`src/rtl/core/cccu_pkg.sv`:
```
// Shared definitions for the cylindrical / Cartesian CORDIC converter.
// Holds the default sizes, the gain constant, the arctangent table and the stage control word.
// No dependencies; every other file of the block imports this package.
package cccu_pkg;

	localparam int COORD_WIDTH_DEF   = 16;
	localparam int ANGLE_WIDTH_DEF   = 16;
	localparam int CORDIC_STAGES_DEF = 16;

	// Fraction bits the coordinates carry inside the CORDIC rows.
	localparam int FRAC_BITS = 16;
	// Converged CORDIC gain, 0.6072529350..., as a 32-bit unsigned fraction.
	localparam logic [31:0] GAIN_Q32 = 32'd2608131496;
	// Highest number of rotation rows the arctangent table supports.
	localparam int MAX_STAGES = 32;

	// Control word that travels beside the data of every pipeline stage.
	typedef struct packed {
		logic vld;     // Stage holds a live beat.
		logic kind;    // Zero for rotation (to Cartesian), one for vectoring.
		logic origin;  // Vectoring beat whose x and y were both zero.
	} ctl_t;

	// atan(2^-i) as a fraction of a full turn in 32 bits, rounded to nearest.
	function automatic logic [31:0] atan_turn(input logic [4:0] idx);
		logic [31:0] t;
		case (idx)
			5'd0:    t = 32'd536870912;
			5'd1:    t = 32'd316933406;
			5'd2:    t = 32'd167458907;
			5'd3:    t = 32'd85004756;
			5'd4:    t = 32'd42667331;
			5'd5:    t = 32'd21354465;
			5'd6:    t = 32'd10679838;
			5'd7:    t = 32'd5340245;
			5'd8:    t = 32'd2670163;
			5'd9:    t = 32'd1335087;
			5'd10:   t = 32'd667544;
			5'd11:   t = 32'd333772;
			5'd12:   t = 32'd166886;
			5'd13:   t = 32'd83443;
			5'd14:   t = 32'd41722;
			5'd15:   t = 32'd20861;
			5'd16:   t = 32'd10430;
			5'd17:   t = 32'd5215;
			5'd18:   t = 32'd2608;
			5'd19:   t = 32'd1304;
			5'd20:   t = 32'd652;
			5'd21:   t = 32'd326;
			5'd22:   t = 32'd163;
			5'd23:   t = 32'd81;
			5'd24:   t = 32'd41;
			5'd25:   t = 32'd20;
			5'd26:   t = 32'd10;
			5'd27:   t = 32'd5;
			5'd28:   t = 32'd3;
			5'd29:   t = 32'd1;
			5'd30:   t = 32'd1;
			default: t = 32'd0;
		endcase
		return t;
	endfunction

endpackage

```
`src/rtl/core/cccu_stage.sv`:
```
// One registered CORDIC row: a shift-and-add micro-rotation on x, y and the angle.
// Depends on cccu_pkg for the control word and the arctangent table.
// Rotation beats steer by the sign of the residual angle, vectoring beats by the sign of y.
module cccu_stage #(
	parameter int DW  = 35,
	parameter int HW  = 16,
	parameter int IDX = 0
) (
	input  logic                 clk,
	input  logic                 arst_n,
	input  cccu_pkg::ctl_t       ctl,
	input  logic signed [DW-1:0] x,
	input  logic signed [DW-1:0] y,
	input  logic [31:0]          z,
	input  logic [HW-1:0]        hgt,
	output cccu_pkg::ctl_t       ctl_s1,
	output logic signed [DW-1:0] x_s1,
	output logic signed [DW-1:0] y_s1,
	output logic [31:0]          z_s1,
	output logic [HW-1:0]        hgt_s1
);
	import cccu_pkg::*;

	localparam logic [31:0] TURN = atan_turn(5'(IDX));

	logic                 dir_neg;
	logic signed [DW-1:0] dx;
	logic signed [DW-1:0] dy;

	// A negative step direction turns the vector counterclockwise.
	assign dir_neg = ctl.kind ? y[DW-1] : ~z[31];
	assign dx      = y >>> IDX;
	assign dy      = x >>> IDX;

	always_ff @(posedge clk or negedge arst_n) begin
		if (!arst_n) begin
			ctl_s1 <= '0;
		end else begin
			ctl_s1 <= ctl;
		end
	end

	always_ff @(posedge clk) begin
		if (dir_neg) begin
			x_s1 <= x - dx;
			y_s1 <= y + dy;
			z_s1 <= z - TURN;
		end else begin
			x_s1 <= x + dx;
			y_s1 <= y - dy;
			z_s1 <= z + TURN;
		end
		hgt_s1 <= hgt;
	end

endmodule

```
`config.mk`:
```
export PLATFORM = sky130hd
export DESIGN_NAME = cccu_stage
export DESIGN_NICKNAME = d
export VERILOG_FILES = /design/src/rtl/core/cccu_pkg.sv /design/src/rtl/core/cccu_stage.sv
export SDC_FILE = /design/constraint.sdc
export NUM_CORES = 1
export LEC_CHECK = 0
export ABC_CLOCK_PERIOD_IN_PS = 800
export BUFFER_PORTS_ARGS = -buffer_cell sky130_fd_sc_hd__buf_2
export CORE_ASPECT_RATIO = 1.4
export CORE_MARGIN = 5
export CORE_UTILIZATION = 35
export DETAILED_ROUTE_END_ITERATION = 6
export GPL_ROUTABILITY_DRIVEN = 0
export PLACE_DENSITY = 0.6
export SETUP_SLACK_MARGIN = 0.2
export SYNTH_ARGS = -nofsm -noshare
export SYNTH_HDL_FRONTEND = slang
export SYNTH_SLANG_ARGS = --single-unit
```
`constraint.sdc`:
```
create_clock -name clk -period 0.8 [get_ports clk]
set_input_delay 0.16 -clock clk [delete_from_list [all_inputs] [get_ports clk]]
set_output_delay 0.16 -clock clk [all_outputs]
set_load 0.005 [all_outputs]
```
Word-level counts from Yosys, hierarchy flattened
Cells that the tools add are included.

word-level totals
  output and inout bits = 121
  bits of input ports = 123
  flip-flop bits (word level) = 121
  logic and storage cells = 17

cells by class
  bitwise gates (word level) = 1
  muxes and demuxes = 4
  $add $sub $neg = 5

operator list
  cell                    count
  $mux 35                 2
  $sub 35x35->35          2
  $add 35x35->35          1
  $add 32x30->32 const B  1
  $mux 32                 1
  $sub 32x30->32 const B  1
  $mux 1                  1
  $not 1->1               1

Depth between registers and ports, before layout
  depth after elaboration = 3
  gate-level depth with buffers = 12

Least setup slack after synthesis
Ideal clock, no wire load.

  path kind = input port to flip-flop
  start = input port y[19]
  end = register y_s1[26]
  setup slack = -1721 ps
  stages on the path = 11
  library setup time = 132 ps
  arrival time = 2389 ps
  data required time = 668 ps
  path through = inv_1 -> ha_1 -> or3_4 -> or4_1 -> nor4_1 -> o21ai_1 -> a21boi_1 -> nor2_1 -> o31ai_1 -> a21boi_1 -> xor2_1

between the ends
  word-level cells in the longest chain between the ends = 2

RTL lines
  element                                                  RTL line                            text
  start, declared                                          cccu_stage.sv:13                    input logic signed [DW-1:0] y,
  $sub 35x35->35 / $add 35x35->35 (equally long branches)  cccu_stage.sv:50, cccu_stage.sv:46
  $mux 35 (*)                                              cccu_stage.sv:44                    if (dir_neg) begin
  end signal, assigned                                     cccu_stage.sv:46                    y_s1 <= y + dy;
  end signal, assigned                                     cccu_stage.sv:50                    y_s1 <= y - dy;
  end, declared                                            cccu_stage.sv:18                    output logic signed [DW-1:0] y_s1,

Mark *: on every way between the ends. The rest lies on a longest branch, timed or not.

Final worst setup path
  start = input port y[1]
  end = register y_s1[31]

Same word-level chain as after synthesis.

==> results_dict.tcl <==
set metrics [dict create \
    status "finished, violations left" \
    failed_checks "negative setup slack" \
    timing.slew.headroom 0.595 \
    final_cells 2051 \
    detailed_place_hpwl_um 27800 \
    worst_path_max_delay_cell "a311o_1" \
    grt_overflow 0 \
    critPathKind "in -> reg" \
    global_route_wire_length_before_repair_um 55100 \
    max-clock-path-buffers 2 \
    final_routed_drc_violation_total 0 \
    cp.buffers_inverters 3 \
    clock-root-buffer "clkbuf_16" \
    width_of_the_die_um 142 \
    yosys_most_used_dff "dfxtp_1" \
    core_mm2 0.0239 \
    path_max_fanout 3 \
    report.final.setup_viol 191 \
    worst_ep_arrival_time_ns 2.63 \
    asyncSetResetFlopFracSynth 0.0250 \
    power_report.internal_total_uw 17700 \
    synthesis.yosys.warnings 0 \
    detail_route.vias_per_cell 5.25 \
    hp-class "in -> reg" \
    path_clk_slew_ns 0.06 \
    power.clock.fraction 0.278 \
    yosys.cell_types.count 73 \
    ir_drop_mv 1.66 \
    io_buffers 243 \
    sort_of_element_at_the_end_of_the_critical_path "register" \
    number_of_nets_still_failing_antenna_checks_after_routing 0 \
    layout_worst_path_cycle_share 2.88 \
    ys_seq_elements 120 \
    critPathMaxStageDelay_ns 0.41 \
    min_delay_worst_endpoint "z_s1[31]$_DFF_P_" \
    antenna_found_initial 0 \
    cts_tree "yes" \
    drv_slew 0 \
    floorplan.die.height_um 194 \
    syn-instance-count 1061 \
    comb_power_share 0.446 \
    worst_hold_path.num_cells 3 \
    post_synth.cell_area_avg_um2 8.00 \
    dr.pass1.iters 5 \
    cpMostUsedCell "o21ai_2" \
    period_minus_slack_ns 2.31 \
    placed_area_mm2 0.0130 \
    wire_per_inst_um 18.4 \
    num_antenna_cells 0 \
    design.die.area_mm2 0.0275 \
    clkSinkCount 120 \
    power_switching_share 0.348 \
    synth_nets 1290 \
    numCtsBuffers 17 \
    place.detailed.instances 1905 \
    max_freq_mhz 433 \
    syn_area_mm2 0.00848 \
    totalNegativeSetupSlack_ns -101.98 \
    final_nets 1957 \
    synth_edf_count 0 \
    io_pins 244 \
    area_delta_synth_final_pct 90.2 \
    cp_cell_sequence "buf_8, clkinvlp_4, ha_4, buf_6, nor2b_4, o31ai_4, a311o_1, o21ai_2, a221o_1, a41oi_2, o41ai_2, o21ai_2, xnor2_1" \
    layout-drive-gt1-share 0.549 \
    final-hold-violation-count 0 \
    worstHoldStart "ctl[1]" \
    global_route.usage.total 0.250 \
    yosysSeqAreaShare 0.285 \
    drt_first_iter_violations 950 \
    total_leakage_power_uw 0.00764 \
    totalWireLength_um 37800 \
    fin_hold_ws_ns 0.00193 \
    number_of_global_route_vias_before_repair 10880 \
    utilization 0.675 \
    powerDensity_mw_per_mm2 1680 \
    layout_setup_ws_ns -1.51 \
    worst_setup_sp_type "input port" \
    max_cap_violations 0 \
    grt_setup_unrepaired "yes" \
    detailroute.via_count 10761 \
    maximum_number_of_pins_on_one_net_before_global_route_repair 29 \
    cp_top_family "compound AO/OA/AOI/OAI gates" \
    p_switching_uw 9430 \
    fillerInstances 1858 \
    worst_slew_pin_slew_ns 0.608 \
    critPathRequiredTime_ns 1.12 \
    seq_power_share 0.276 \
    row_count 67 \
    htreeDepth 4 \
    final_area_mm2 0.0161 \
    floorplan.initialDensity 0.355 \
]
[cell usage in the layout, fill, tap and decap left out, types with 33 or more instances in the layout]
master,instances
xnor2_1,51
a21oi_1,85
nand2_1,46
dfxtp_1,84
nor2_1,80
ha_1,81
buf_6,76
inv_1,81
dfxtp_2,33
dlygate4sd3_1,50
buf_4,341
buf_2,207
[cell families after synthesis]
logic type | count (synthesis) | synth area share
DFF | 120 | 0.285
AOI/OAI and AO/OA | 344 | 0.255
buffers and inverters | 148 | 0.0696
adders and majority gates | 106 | 0.160
xor gates and xnor gates | 68 | 0.0702
and+or+nand+nor | 262 | 0.145
muxes | 13 | 0.0153
[worst min-delay path: stages]
cell     delay (ns)
buf_8          0.10
nand2_1        0.07
xor2_1         0.06
[flip-flops by register name, indices dropped and copies added, names as in the netlist]
signal and cells:
z_s1 32, y_s1 35, x_s1 34, ctl_s1 3, hgt_s1 16
[how the worst max path moves through the flow]
stage / to / startpoint / slack (ns) / cells after the start
floorplan: x_s1[26]$_DFF_P_ / y[19] / -1.59 / 11
global placement: y_s1[30]$_DFF_P_ / y[0] / -2.00 / 14
detailed placement: y_s1[30]$_DFF_P_ / y[0] / -2.02 / 14
CTS: x_s1[33]$_DFF_P_ / y[4] / -1.51 / 13
global route: y_s1[23]$_DFF_P_ / y[4] / -1.59 / 14
finish: y_s1[31]$_DFF_P_ / y[1] / -1.51 / 13
[cell type report]
type	count	area (µm²)	share of cell area
Inverter	104	434	0.0269
Clock buffer	17	425	0.0264
Clock inverter	15	143	0.00884
Timing Repair Buffer	692	5280	0.327
Tap cell	310	388	0.0240
Multi-Input combinational cell	793	7010	0.434
Sequential cell	120	2460	0.152
[synthesized netlist by cell type (all sizes together) (3+ instances only)]
| master | instances | area [µm²] |
|---|---|---|
| a21oi | 128 | 648 |
| dfxtp | 117 | 2340 |
| ha | 102 | 1280 |
| inv | 102 | 383 |
| nor2 | 100 | 378 |
| o21ai | 78 | 394 |
| nand2 | 62 | 233 |
| xnor2 | 62 | 543 |
| buf | 25 | 129 |
| o21bai | 20 | 150 |
| clkbuf | 19 | 71.3 |
| nand3 | 18 | 90.1 |
| a21o | 17 | 128 |
| nand2b | 15 | 93.8 |
| a211oi | 13 | 97.6 |
| mux2i | 13 | 130 |
| nand4 | 12 | 75.1 |
| nor3 | 12 | 60.1 |
| o211ai | 12 | 90.1 |
| o21a | 11 | 82.6 |
| or3 | 10 | 67.6 |
| nor2b | 9 | 56.3 |
| o31ai | 9 | 67.6 |
| a31oi | 7 | 65.1 |
| nor4 | 7 | 43.8 |
| xor2 | 6 | 52.6 |
| a21boi | 5 | 37.5 |
| a2111oi | 4 | 35.0 |
| a211o | 4 | 35.0 |
| and2 | 4 | 25.0 |
| fa | 4 | 80.1 |
| o21ba | 4 | 40.0 |
| o22ai | 4 | 25.0 |
| a221oi | 3 | 32.5 |
| dfrtp | 3 | 75.1 |
| o211a | 3 | 30.0 |
| or2 | 3 | 18.8 |
| or4 | 3 | 22.5 |
[power by group through the flow]
| stage | Combinational (µW) | Clock, µW | Sequential (µW) |
|---|---|---|---|
| after floorplan | 4370 | 0 | 7570 |
| after detailed placement | 9290 | 0 | 7510 |
| final | 12100 | 7530 | 7480 |
| after global routing | 12800 | 7990 | 7570 |
| after global placement | 9250 | 0 | 7490 |
| after CTS | 10800 | 7670 | 7450 |
[metrics by stage]
stage / power [µW] / setup WS, ns
global placement: 16700 / -2.00
finish: 27100 / -1.51
detailed placement: 16800 / -2.02
floorplan: 11900 / -1.59
global route: 28400 / -1.59
CTS: 25900 / -1.51
[routing by layer]
metal,global-route usage,share of wire,vias to the layer above
li1,-,-,5018
met1,0.260,0.35,5011
met2,0.468,0.53,564
met3,0.0402,0.061,168
met4,0.138,0.064,0
met5,0,0,-
[what timing repair did]
action,CTS,global route
buffers inserted,32,32
hold buffers,50,0
endpoints found under the setup margin,191,191
cloned,0,0
endpoints found under the hold margin,52,0
gates resized for setup,229,152
pin swaps,92,94
No activity file was read; power rests on OpenSTA's default activity.
